==> src/rtl/bmpr_pkg.sv <==
// Shared constants, types and phase codes of the BMP stream decoder.
package bmpr_pkg;

  // Largest accepted width or height and the palette length of 8-bit images
  localparam int MAX_DIM       = 4096;
  localparam int PALETTE_BYTES = 1024;

  localparam int DIM_W  = $clog2(MAX_DIM + 1);
  localparam int ROWB_W = $clog2(MAX_DIM * 4 + 1);
  localparam int IMG_W  = ROWB_W + DIM_W;
  localparam int IDX_W  = 24;
  localparam int HOFF_W = 6;

  localparam int HDR_BYTES    = 54;
  localparam int DATA_START_8 = HDR_BYTES + PALETTE_BYTES;
  localparam int SIZE_SLACK   = 4;

  localparam logic [15:0] BMP_MAGIC     = 16'h4D42;
  localparam logic [7:0]  INFO_HDR_SIZE = 8'd40;
  localparam logic [7:0]  OPAQUE        = 8'hFF;
  localparam logic [15:0] DEPTH_8       = 16'd8;
  localparam logic [15:0] DEPTH_24      = 16'd24;
  localparam logic [15:0] DEPTH_32      = 16'd32;

  // Header byte offsets
  localparam int OFF_MAGIC_LO = 0;
  localparam int OFF_MAGIC_HI = 1;
  localparam int OFF_FSIZE    = 2;
  localparam int OFF_INFO     = 14;
  localparam int OFF_WIDTH    = 18;
  localparam int OFF_HEIGHT   = 22;
  localparam int OFF_DEPTH    = 28;
  localparam int OFF_COMPR    = 30;
  localparam int OFF_IMGSIZE  = 34;

  // Result FIFO
  localparam int FIFO_DEPTH = 4;
  localparam int FIFO_AW    = $clog2(FIFO_DEPTH);
  localparam int FIFO_CW    = $clog2(FIFO_DEPTH + 1);

  localparam logic [1:0] ST_OK          = 2'd0;
  localparam logic [1:0] ST_INVALID     = 2'd1;
  localparam logic [1:0] ST_UNSUPPORTED = 2'd2;

  localparam logic KIND_PIXEL  = 1'b0;
  localparam logic KIND_STATUS = 1'b1;

  typedef enum logic [2:0] {
    PH_HEADER  = 3'd0,
    PH_PALETTE = 3'd1,
    PH_PIXELS  = 3'd2,
    PH_DONE    = 3'd3,
    PH_ERROR   = 3'd4
  } phase_t;

  typedef struct packed {
    logic             item_kind;
    logic [IDX_W-1:0] pixel_index;
    logic [7:0]       red;
    logic [7:0]       green;
    logic [7:0]       blue;
    logic [7:0]       alpha;
    logic [1:0]       decode_status;
    logic             final_flag;
  } result_t;

endpackage

==> src/rtl/bmpr_if.sv <==
// Handshake channels for file bytes in and decoded results out.
interface bmpr_in_if;
  logic       valid;
  logic       ready;
  logic [7:0] file_byte;
  logic       end_of_file;

  modport source (output valid, file_byte, end_of_file, input ready);
  modport sink (input valid, file_byte, end_of_file, output ready);
endinterface

interface bmpr_out_if;
  logic                      valid;
  logic                      ready;
  logic                      item_kind;
  logic [bmpr_pkg::IDX_W-1:0] pixel_index;
  logic [7:0]                red;
  logic [7:0]                green;
  logic [7:0]                blue;
  logic [7:0]                alpha;
  logic [1:0]                decode_status;
  logic                      final_flag;

  modport source (output valid, item_kind, pixel_index, red, green, blue, alpha,
                  decode_status, final_flag, input ready);
  modport sink (input valid, item_kind, pixel_index, red, green, blue, alpha,
                decode_status, final_flag, output ready);
endinterface

==> src/rtl/bmp_stream_to_rgba_core.sv <==
// Top level of the BMP stream decoder: header parse, pixel walk and result queue.
//
//   channel   dir  payload                                       per transaction
//   bytes     in   file_byte, end_of_file                        one file byte
//   results   out  item_kind, pixel_index, red, green, blue,     one pixel or the
//                  alpha, decode_status, final_flag              final status
//
// One byte is taken per cycle while bytes.ready is high; its results are written to a
// four-entry queue at the same edge and can leave on the next cycle. The byte with
// end_of_file set gives the status result, after the last pixel when it completes one.
// bytes.ready stays high while the queue holds at least two free entries; a stalled sink
// fills it and ready drops. Synchronous reset returns to the header phase.
module bmp_stream_to_rgba_core (
  input  logic       clk,
  input  logic       rst,
  bmpr_in_if.sink    bytes,
  bmpr_out_if.source results
);

  localparam int DW = bmpr_pkg::DIM_W;
  localparam int RW = bmpr_pkg::ROWB_W;
  localparam int PW = 2 * bmpr_pkg::DIM_W;

  // Parse state
  logic [31:0]      byte_count, byte_count_next;
  logic [31:0]      file_size, file_size_next;
  logic [31:0]      image_bytes, image_bytes_next;
  logic [31:0]      width, width_next;
  logic [31:0]      height, height_next;
  logic [15:0]      depth, depth_next;
  bmpr_pkg::phase_t phase, phase_next;
  logic [23:0]      pixel_bytes, pixel_bytes_next;
  logic [1:0]       pix_k, pix_k_next;
  logic [DW-1:0]    column_count, column_count_next;
  logic [DW-1:0]    row_count, row_count_next;
  logic [RW-1:0]    row_byte_count, row_byte_count_next;
  logic [1:0]       error_code, error_code_next;

  // Geometry worked out from the header fields, updated every cycle
  logic [1:0]                   bpp_m1, bpp_m1_next;
  logic [RW-1:0]                raw_len, raw_len_next;
  logic [RW-1:0]                row_len, row_len_next;
  logic [bmpr_pkg::IMG_W-1:0]   img_total;
  logic [32:0]                  data_end;

  logic                         acc, eof, room;
  logic [7:0]                   b;
  logic [bmpr_pkg::HOFF_W-1:0]  off6;
  logic                         hdr_last, unsup_byte, empty_img, size_bad;
  logic [32:0]                  size_lo, size_hi;
  logic [DW-1:0]                width_t, height_t, rc1, drow;
  logic [RW-1:0]                rbc1;
  logic                         in_raw, pix_out, row_end, last_row;
  logic [PW-1:0]                idx_full;
  logic [1:0]                   status_val;
  bmpr_pkg::result_t            pix_res, st_res, wr_a;
  logic [1:0]                   push_count;

  assign acc      = bytes.valid & bytes.ready;
  assign b        = bytes.file_byte;
  assign eof      = bytes.end_of_file;
  assign bytes.ready = room;

  assign off6     = byte_count[bmpr_pkg::HOFF_W-1:0];
  assign hdr_last = off6 == bmpr_pkg::HOFF_W'(bmpr_pkg::HDR_BYTES - 1);
  assign width_t  = width[DW-1:0];
  assign height_t = height[DW-1:0];
  assign empty_img = (width == '0) || (height == '0);

  // Geometry
  always_comb begin
    case (depth)
      bmpr_pkg::DEPTH_8: begin
        bpp_m1_next  = 2'd0;
        raw_len_next = RW'(width_t);
      end
      bmpr_pkg::DEPTH_24: begin
        bpp_m1_next  = 2'd2;
        raw_len_next = (RW'(width_t) << 1) + RW'(width_t);
      end
      default: begin
        bpp_m1_next  = 2'd3;
        raw_len_next = RW'(width_t) << 2;
      end
    endcase
    if (depth == bmpr_pkg::DEPTH_24) begin
      row_len_next = (raw_len + RW'(3)) & ~RW'(3);
    end else begin
      row_len_next = raw_len;
    end
  end

  always_ff @(posedge clk) begin
    bpp_m1    <= bpp_m1_next;
    raw_len   <= raw_len_next;
    row_len   <= row_len_next;
    img_total <= bmpr_pkg::IMG_W'(row_len) * bmpr_pkg::IMG_W'(height_t);
    data_end  <= {1'b0, image_bytes} + ((depth == bmpr_pkg::DEPTH_8)
                 ? 33'(bmpr_pkg::DATA_START_8) : 33'(bmpr_pkg::HDR_BYTES));
  end

  assign size_lo  = 33'(img_total) + 33'(bmpr_pkg::HDR_BYTES);
  assign size_hi  = size_lo + 33'(bmpr_pkg::SIZE_SLACK);
  assign size_bad = ({1'b0, file_size} < size_lo) || ({1'b0, file_size} > size_hi);

  assign unsup_byte =
      ((off6 == bmpr_pkg::HOFF_W'(bmpr_pkg::OFF_INFO)) && (b != bmpr_pkg::INFO_HDR_SIZE))
   || ((off6 > bmpr_pkg::HOFF_W'(bmpr_pkg::OFF_INFO))
       && (off6 < bmpr_pkg::HOFF_W'(bmpr_pkg::OFF_WIDTH)) && (b != 8'd0))
   || ((off6 >= bmpr_pkg::HOFF_W'(bmpr_pkg::OFF_COMPR))
       && (off6 < bmpr_pkg::HOFF_W'(bmpr_pkg::OFF_IMGSIZE)) && (b != 8'd0));

  // Pixel walk
  assign in_raw   = row_byte_count < raw_len;
  assign pix_out  = (phase == bmpr_pkg::PH_PIXELS) && in_raw && (pix_k == bpp_m1);
  assign rbc1     = row_byte_count + 1'b1;
  assign row_end  = rbc1 >= row_len;
  assign rc1      = row_count + 1'b1;
  assign last_row = rc1 >= height_t;
  assign drow     = (depth == bmpr_pkg::DEPTH_24) ? (height_t - 1'b1 - row_count) : row_count;
  assign idx_full = PW'(drow) * PW'(width_t) + PW'(column_count);

  // Next values of the datapath
  always_comb begin
    byte_count_next     = (byte_count == '1) ? byte_count : byte_count + 1'b1;
    file_size_next      = file_size;
    image_bytes_next    = image_bytes;
    width_next          = width;
    height_next         = height;
    depth_next          = depth;
    error_code_next     = error_code;
    pixel_bytes_next    = pixel_bytes;
    pix_k_next          = pix_k;
    column_count_next   = column_count;
    row_count_next      = row_count;
    row_byte_count_next = row_byte_count;

    case (phase)
      bmpr_pkg::PH_HEADER: begin
        if ((off6 == bmpr_pkg::HOFF_W'(bmpr_pkg::OFF_MAGIC_LO)) && (b != bmpr_pkg::BMP_MAGIC[7:0]))
          error_code_next = bmpr_pkg::ST_INVALID;
        if ((off6 == bmpr_pkg::HOFF_W'(bmpr_pkg::OFF_MAGIC_HI)) && (b != bmpr_pkg::BMP_MAGIC[15:8]))
          error_code_next = bmpr_pkg::ST_INVALID;
        if (unsup_byte && (error_code == bmpr_pkg::ST_OK))
          error_code_next = bmpr_pkg::ST_UNSUPPORTED;
        for (int i = 0; i < 4; i++) begin
          if (off6 == bmpr_pkg::HOFF_W'(bmpr_pkg::OFF_FSIZE + i))   file_size_next[8*i +: 8] = b;
          if (off6 == bmpr_pkg::HOFF_W'(bmpr_pkg::OFF_WIDTH + i))   width_next[8*i +: 8] = b;
          if (off6 == bmpr_pkg::HOFF_W'(bmpr_pkg::OFF_HEIGHT + i))  height_next[8*i +: 8] = b;
          if (off6 == bmpr_pkg::HOFF_W'(bmpr_pkg::OFF_IMGSIZE + i)) image_bytes_next[8*i +: 8] = b;
        end
        if (off6 == bmpr_pkg::HOFF_W'(bmpr_pkg::OFF_DEPTH))     depth_next[7:0]  = b;
        if (off6 == bmpr_pkg::HOFF_W'(bmpr_pkg::OFF_DEPTH + 1)) depth_next[15:8] = b;
        if (hdr_last) begin
          if (((depth != bmpr_pkg::DEPTH_8) && (depth != bmpr_pkg::DEPTH_24)
               && (depth != bmpr_pkg::DEPTH_32))
              || (width > 32'(bmpr_pkg::MAX_DIM)) || (height > 32'(bmpr_pkg::MAX_DIM))) begin
            if (error_code == bmpr_pkg::ST_OK) error_code_next = bmpr_pkg::ST_UNSUPPORTED;
          end
          if ((error_code_next == bmpr_pkg::ST_OK) && (depth == bmpr_pkg::DEPTH_24) && size_bad)
            error_code_next = bmpr_pkg::ST_INVALID;
        end
      end
      bmpr_pkg::PH_PIXELS: begin
        if (in_raw) begin
          if (pix_k == bpp_m1) begin
            pixel_bytes_next  = '0;
            pix_k_next        = '0;
            column_count_next = column_count + 1'b1;
          end else begin
            pixel_bytes_next[8*pix_k +: 8] = b;
            pix_k_next = pix_k + 1'b1;
          end
        end
        row_byte_count_next = rbc1;
        if (row_end) begin
          row_byte_count_next = '0;
          column_count_next   = '0;
          pixel_bytes_next    = '0;
          pix_k_next          = '0;
          row_count_next      = rc1;
        end
      end
      default: begin
      end
    endcase
  end

  // Phase sequencing
  always_comb begin
    phase_next = phase;
    case (phase)
      bmpr_pkg::PH_HEADER: begin
        if (hdr_last) begin
          if (error_code_next != bmpr_pkg::ST_OK)
            phase_next = bmpr_pkg::PH_ERROR;
          else if ((depth == bmpr_pkg::DEPTH_8) && (bmpr_pkg::PALETTE_BYTES > 0))
            phase_next = bmpr_pkg::PH_PALETTE;
          else
            phase_next = empty_img ? bmpr_pkg::PH_DONE : bmpr_pkg::PH_PIXELS;
        end
      end
      bmpr_pkg::PH_PALETTE: begin
        if (byte_count_next >= 32'(bmpr_pkg::DATA_START_8))
          phase_next = empty_img ? bmpr_pkg::PH_DONE : bmpr_pkg::PH_PIXELS;
      end
      bmpr_pkg::PH_PIXELS: begin
        if (row_end && last_row) phase_next = bmpr_pkg::PH_DONE;
      end
      default: begin
      end
    endcase
  end

  // Results of the current byte
  always_comb begin
    case (phase_next)
      bmpr_pkg::PH_HEADER: status_val = bmpr_pkg::ST_INVALID;
      bmpr_pkg::PH_ERROR:  status_val = error_code_next;
      bmpr_pkg::PH_DONE:   status_val = ({1'b0, byte_count_next} < data_end)
                                        ? bmpr_pkg::ST_INVALID : bmpr_pkg::ST_OK;
      default:             status_val = bmpr_pkg::ST_INVALID;
    endcase

    pix_res               = '0;
    pix_res.item_kind     = bmpr_pkg::KIND_PIXEL;
    pix_res.pixel_index   = bmpr_pkg::IDX_W'(idx_full);
    pix_res.decode_status = bmpr_pkg::ST_OK;
    pix_res.final_flag    = 1'b0;
    case (bpp_m1)
      2'd0: begin
        pix_res.red   = b;
        pix_res.green = b;
        pix_res.blue  = b;
        pix_res.alpha = bmpr_pkg::OPAQUE;
      end
      2'd2: begin
        pix_res.red   = b;
        pix_res.green = pixel_bytes[15:8];
        pix_res.blue  = pixel_bytes[7:0];
        pix_res.alpha = bmpr_pkg::OPAQUE;
      end
      default: begin
        pix_res.red   = pixel_bytes[7:0];
        pix_res.green = pixel_bytes[15:8];
        pix_res.blue  = pixel_bytes[23:16];
        pix_res.alpha = b;
      end
    endcase

    st_res               = '0;
    st_res.item_kind     = bmpr_pkg::KIND_STATUS;
    st_res.decode_status = status_val;
    st_res.final_flag    = 1'b1;

    wr_a       = pix_out ? pix_res : st_res;
    push_count = acc ? ({1'b0, pix_out} + {1'b0, eof}) : 2'd0;
  end

  // Parse state; an end-of-file transaction starts the next file afresh
  always_ff @(posedge clk) begin
    if (rst || (acc && eof)) begin
      byte_count     <= '0;
      file_size      <= '0;
      image_bytes    <= '0;
      width          <= '0;
      height         <= '0;
      depth          <= '0;
      phase          <= bmpr_pkg::PH_HEADER;
      pixel_bytes    <= '0;
      pix_k          <= '0;
      column_count   <= '0;
      row_count      <= '0;
      row_byte_count <= '0;
      error_code     <= bmpr_pkg::ST_OK;
    end else if (acc) begin
      byte_count     <= byte_count_next;
      file_size      <= file_size_next;
      image_bytes    <= image_bytes_next;
      width          <= width_next;
      height         <= height_next;
      depth          <= depth_next;
      phase          <= phase_next;
      pixel_bytes    <= pixel_bytes_next;
      pix_k          <= pix_k_next;
      column_count   <= column_count_next;
      row_count      <= row_count_next;
      row_byte_count <= row_byte_count_next;
      error_code     <= error_code_next;
    end
  end

  bmpr_res_fifo u_fifo (
    .clk        (clk),
    .rst        (rst),
    .push_count (push_count),
    .wr_a       (wr_a),
    .wr_b       (st_res),
    .room       (room),
    .results    (results)
  );

  a_restart: assert property (@(posedge clk) disable iff (rst)
    (acc && eof) |=> (byte_count == '0) && (phase == bmpr_pkg::PH_HEADER))
    else $error("decoder did not restart after end of file");

  a_row_range: assert property (@(posedge clk) disable iff (rst)
    (phase == bmpr_pkg::PH_PIXELS) |-> (row_count < height_t) && (pix_k <= bpp_m1))
    else $error("pixel walk out of range");

  a_two_results: assert property (@(posedge clk) disable iff (rst)
    (acc && eof && pix_out) |=> results.valid)
    else $error("results of a final byte not queued");

endmodule

==> src/rtl/bmpr_res_fifo.sv <==
// Small result FIFO that takes up to two results per cycle and hands out one while results.ready is high.
module bmpr_res_fifo (
  input  logic              clk,
  input  logic              rst,
  input  logic [1:0]        push_count,
  input  bmpr_pkg::result_t wr_a,
  input  bmpr_pkg::result_t wr_b,
  output logic              room,
  bmpr_out_if.source        results
);

  bmpr_pkg::result_t mem [bmpr_pkg::FIFO_DEPTH];

  logic [bmpr_pkg::FIFO_AW-1:0] wptr, rptr;
  logic [bmpr_pkg::FIFO_CW-1:0] count, count_next;
  logic                         pop;
  logic [bmpr_pkg::FIFO_AW-1:0] wptr_b;

  assign pop    = results.valid & results.ready;
  assign wptr_b = wptr + 1'b1;
  assign room   = count <= bmpr_pkg::FIFO_CW'(bmpr_pkg::FIFO_DEPTH - 2);

  assign count_next = count + bmpr_pkg::FIFO_CW'(push_count)
                      - bmpr_pkg::FIFO_CW'(pop);

  always_ff @(posedge clk) begin
    if (rst) begin
      wptr  <= '0;
      rptr  <= '0;
      count <= '0;
    end else begin
      wptr  <= wptr + bmpr_pkg::FIFO_AW'(push_count);
      rptr  <= rptr + bmpr_pkg::FIFO_AW'(pop);
      count <= count_next;
    end
  end

  always_ff @(posedge clk) begin
    if (push_count != 2'd0) begin
      mem[wptr] <= wr_a;
    end
    if (push_count == 2'd2) begin
      mem[wptr_b] <= wr_b;
    end
  end

  assign results.valid         = count != '0;
  assign results.item_kind     = mem[rptr].item_kind;
  assign results.pixel_index   = mem[rptr].pixel_index;
  assign results.red           = mem[rptr].red;
  assign results.green         = mem[rptr].green;
  assign results.blue          = mem[rptr].blue;
  assign results.alpha         = mem[rptr].alpha;
  assign results.decode_status = mem[rptr].decode_status;
  assign results.final_flag    = mem[rptr].final_flag;

endmodule

==> src/flat_wrapper.sv <==
// flat-port wrapper written by rule: the top's interface ports become plain ports
module bmp_stream_to_rgba_core_flat 
  (clk, rst, bytes_valid, bytes_file_byte, bytes_end_of_file, bytes_ready, results_valid, results_item_kind, results_pixel_index, results_red, results_green, results_blue, results_alpha, results_decode_status, results_final_flag, results_ready);
  bmpr_in_if bytes_i ();
  bmpr_out_if results_i ();
  input  logic clk;
  input  logic rst;
  input wire logic [$bits(bytes_i.valid)-1:0] bytes_valid;
  input wire logic [$bits(bytes_i.file_byte)-1:0] bytes_file_byte;
  input wire logic [$bits(bytes_i.end_of_file)-1:0] bytes_end_of_file;
  output wire logic [$bits(bytes_i.ready)-1:0] bytes_ready;
  output wire logic [$bits(results_i.valid)-1:0] results_valid;
  output wire logic [$bits(results_i.item_kind)-1:0] results_item_kind;
  output wire logic [$bits(results_i.pixel_index)-1:0] results_pixel_index;
  output wire logic [$bits(results_i.red)-1:0] results_red;
  output wire logic [$bits(results_i.green)-1:0] results_green;
  output wire logic [$bits(results_i.blue)-1:0] results_blue;
  output wire logic [$bits(results_i.alpha)-1:0] results_alpha;
  output wire logic [$bits(results_i.decode_status)-1:0] results_decode_status;
  output wire logic [$bits(results_i.final_flag)-1:0] results_final_flag;
  input wire logic [$bits(results_i.ready)-1:0] results_ready;
  assign bytes_i.valid = bytes_valid;
  assign bytes_i.file_byte = bytes_file_byte;
  assign bytes_i.end_of_file = bytes_end_of_file;
  assign bytes_ready = bytes_i.ready;
  assign results_valid = results_i.valid;
  assign results_item_kind = results_i.item_kind;
  assign results_pixel_index = results_i.pixel_index;
  assign results_red = results_i.red;
  assign results_green = results_i.green;
  assign results_blue = results_i.blue;
  assign results_alpha = results_i.alpha;
  assign results_decode_status = results_i.decode_status;
  assign results_final_flag = results_i.final_flag;
  assign results_i.ready = results_ready;
  bmp_stream_to_rgba_core u_core (.clk(clk), .rst(rst), .bytes(bytes_i), .results(results_i));
endmodule
==> config.mk <==
export PLATFORM = sky130hd
export DESIGN_NAME = bmp_stream_to_rgba_core_flat
export DESIGN_NICKNAME = d
export VERILOG_FILES = /design/src/rtl/bmpr_pkg.sv /design/src/rtl/bmpr_if.sv /design/src/rtl/bmp_stream_to_rgba_core.sv /design/src/rtl/bmpr_res_fifo.sv /design/src/flat_wrapper.sv
export SDC_FILE = /design/constraint.sdc
export NUM_CORES = 2
export LEC_CHECK = 0
export BUFFER_PORTS_ARGS = -buffer_cell sky130_fd_sc_hd__buf_2
export CAP_MARGIN = 20
export CELL_PAD_IN_SITES_DETAIL_PLACEMENT = 1
export CELL_PAD_IN_SITES_GLOBAL_PLACEMENT = 1
export CORE_MARGIN = 2
export CORE_UTILIZATION = 50
export CTS_BUF_LIST = sky130_fd_sc_hd__clkbuf_4 sky130_fd_sc_hd__clkbuf_8 sky130_fd_sc_hd__clkbuf_16
export DETAILED_ROUTE_END_ITERATION = 8
export MAX_ROUTING_LAYER = met4
export PLACE_DENSITY = 0.83
export SLEW_MARGIN = 20
export SYNTH_ARGS = -nofsm -noshare
export SYNTH_HDL_FRONTEND = slang
export SYNTH_SLANG_ARGS = --single-unit
==> constraint.sdc <==
create_clock -name clk -period 11.5 [get_ports clk]
set_input_delay 2.3 -clock clk [delete_from_list [all_inputs] [get_ports clk]]
set_output_delay 2.3 -clock clk [all_outputs]
set_load 0.1 [all_outputs]
==> metrics.md <==
| Metric | Value |
|---|---|
| Run status | finished, final reports clean |
| Worst EP required | 12080 ps |
| Setup Skew | between 20 and 30 ps |
| CP max stage delay | around 740 ps |
| Post-placement cell area | approximately 0.042 sq mm |
| Initial core utilization | 50.4% |
| WL/cell | about 22 microns |
| F_max | 0.110 GHz |
| Final hold slack | about 370 ps |
| Port Buf Inserts | 74 |
| Drt via density | 6.00 |
| Area Overhead vs Synth | 8.47% |
| Clock power frac | 46.4% |
| CTS tree | built |
| Worst-path clk slew | approximately 60 ps |
| Reg2reg path depth | 28 |
| Most common cell on crit path | fa_1 |
| Max cap viols | 0 |
| Post-synth EDFFs | 8 |
| Fillers | 9454 |
| Worst Setup EP | u_core.u_fifo.mem[0][58] |
| Syn Area/Cell | 8.84 sq um |
| Fin cells | 5727 |
| FP Rows | 105 |
| RSZ-0062 raised after global routing | false |
| Clock buffer depth | 3 |
| DRT iter0 DRCs | 1955 |
| Power Total | 4.95 mW |
| IO Pins | 75 |
| Die footprint | between 0.08 and 0.09 sq mm |
| GP Congestion | 0.878 |
| Die height | about 300 microns |
| Fin. Hold Viols | 0 |
| PnR worst setup slack | 2370 ps |
| Final core occ | 54.6% |
| Layout cells sized above 1 | 8.10% |
| Clock tree sinks | between 500 and 600 |
| Core area | 0.0820 sq mm |
| Post-CTS Setup Bufs | 0 |
| Crit path kind | reg2reg |
| Worst Setup SP | u_core.height[1] |
| HPWL after DPL | approximately 90 mm |
| CP Capture Type | register |
| Post-route ant nets | 0 |
| Worst slew pin tran | 1120 ps |
| Worst r2r src | u_core.height[1] |
| TritonRoute pass-1 iters | 5 |
| First-pass GRT wire length | 203 mm |
| Nature of the critical path startpoint | register |
| Leak Pwr | 19.4 nW |
| Reg power frac | between 40% and 50% |
| Slowest cell on crit path | dfxtp_1 |
| Int Pwr | 3.54 mW |
| P_sw | 1.41 mW |
| Root Buffer | clkbuf_16 |
| Comb pwr share | 11.2% |
| Placed Cells | roughly 5600 |
| Grt ovf | 0 |
| Tmin final | 9130 ps |
| Leading cell type in the layout, fill and taps excluded | nand2_1 |
| YS warnings | 0 |
| Drt drc | 0 |
| Seq cells post-synth | 584 |
| Worst-path fanout max | 18 |
| Post-Place Worst Slack | 2530 ps |
| Max-slew violations | 0 |
| Capture point of the worst reg-to-reg path | u_core.u_fifo.mem[0][58] |
| Cell variety after synth | 97 |
| Setup Total Neg Slack | 0 ps |
| Most frequent cells in the layout | nand2_1, dfxtp_1, inv_1 |
| Routed via count | 34400 |
| Sequential area share after synthesis | 28.5% |
| Pin count of the biggest net entering global routing | 169 |
| Synth Flop Type | dfxtp_1 |
| Data arrival, critical path | around 9700 ps |
| Die Wd | 291 microns |
| Post-Syn Nets | 5290 |
| Fin nets | 5226 |
| Min-Delay Path Class | reg2reg |
| Final WL | around 130 mm |
| Max VDD drop | 0.0929 mV |
| Setup slack, reg-to-reg | 2370 ps |
| Fin crit share | about four fifths |
| GRT Overall Usage | a little under a third |
| Synth Instances | approximately 4700 |
| Async SR Flop Fraction | 0% |
| Switching share of power | 28.5% |
| Pwr/cell area | 111 mW/mm^2 |
| Vias in the first global route | 37300 |
| Setup Viol. Count Final | 0 |
| Worst relative slew slack | 25.1% |
| Initial antenna violation count | 2 |
| Clock buffer count from CTS | 68 |
| H-tree levels | 3 |
| Post-cts sizing count | 0 |
| Clock Latency Late Sink | around 630 ps |
| Final instance area | 0.0448 sq mm |
| Hold Buf Count CTS | 0 |
| Synthesized cell area | 0.0413 sq mm |
==> per-layer routing <==
layer | GRT usage, % | vias to the layer above | share of wire, %
li1 | - | 15700 | -
met1 | 36.7 | 17500 | 42
met2 | 52.5 | 911 | 50
met3 | 4.08 | 326 | 5.0
met4 | 12.7 | 0 | 3.8
met5 | - | - | 0
==> worst min-delay path by stage <==
stage                          startpoint  slack (ps)  cells past startpoint                  to
floorplan           u_core.image_bytes[0]         330                      0  u_core.data_end[0]
global placement    u_core.image_bytes[0]         340                      0  u_core.data_end[0]
detailed placement  u_core.image_bytes[0]         370                      0  u_core.data_end[0]
CTS                 u_core.image_bytes[0]         380                      0  u_core.data_end[0]
global route        u_core.image_bytes[0]         390                      0  u_core.data_end[0]
finish              u_core.image_bytes[0]         370                      0  u_core.data_end[0]
==> cells in the mapped netlist, types with 10 or more instances <==
cell type	instances	area [sq um]
xnor2_1	153	1340
nor4_1	31	194
o21a_1	16	120
nand3b_1	13	97.6
ha_1	333	4170
a31oi_1	16	100
nor2_1	328	1230
nand2_1	684	2570
mux2i_1	99	991
o211ai_1	11	82.6
inv_1	441	1660
o21bai_1	18	135
clkbuf_1	221	830
o21ai_0	205	1030
a2111oi_0	10	87.6
fa_1	275	5510
a21o_1	41	308
or2_2	15	93.8
nor3_1	66	330
xor2_1	88	771
o31ai_1	13	97.6
a32o_1	26	260
dfxtp_1	576	11500
mux2_2	10	113
buf_1	11	41.3
nand2b_1	21	131
and4_1	13	114
nand3_1	88	440
or3_1	36	225
nand4_1	59	369
a22o_1	132	1160
a211oi_1	22	165
nor2b_1	32	200
mux4_2	59	1330
and2_1	88	551
a21oi_1	221	1110
and3_1	48	300
==> logic make-up after synthesis <==
logic type / after synthesis / share of synthesized area (%)
simple gates: 1559 / 17.4
compound gates: 813 / 13.1
buf+inv: 695 / 6.51
fa+ha+maj: 608 / 23.4
flops: 584 / 28.5
xor+xnor: 241 / 5.11
mux: 168 / 5.89
other cells: 1 / 0.00908
==> final cells by class <==
class	instances	area, sq um	area share, %
diodes	1	2.50	0.00559
repair buffers	119	721	1.61
multi-input cells	3390	26900	60.1
clock buffers	92	1970	4.41
inverters	442	1660	3.70
well taps	1070	1340	2.99
flip-flops and latches	584	11800	26.3
clock inverters	29	413	0.922
==> worst max-delay path, delay by kind of cell (launching register included) <==
kind	cells	cell delay (ps)
fa+ha+maj	8	3790
xor+xnor	2	420
flops	1	740
simple gates	3	480
buf+inv	4	390
compound gates	11	3260
==> sequential cells by signal, indices dropped and copies added, names as in the netlist, 16 cells and up <==
register            cells
u_core.u_fifo.mem     236
u_core.img_total       28
u_core.width           32
u_core.byte_count      32
u_core.data_end        33
u_core.depth           16
u_core.image_bytes     32
u_core.pixel_bytes     24
u_core.height          32
u_core.file_size       32
==> power groups by stage <==
stage	clock [mW]	sequential (mW)	combinational (mW)
2_1_floorplan	0	2.11	0.428
3_3_place_gp	0	2.14	0.532
3_5_place_dp	0	2.15	0.542
4_1_cts	2.32	2.10	0.548
5_1_grt	2.41	2.11	0.584
6_report	2.30	2.10	0.553
Power figures use the tool's default switching activity.
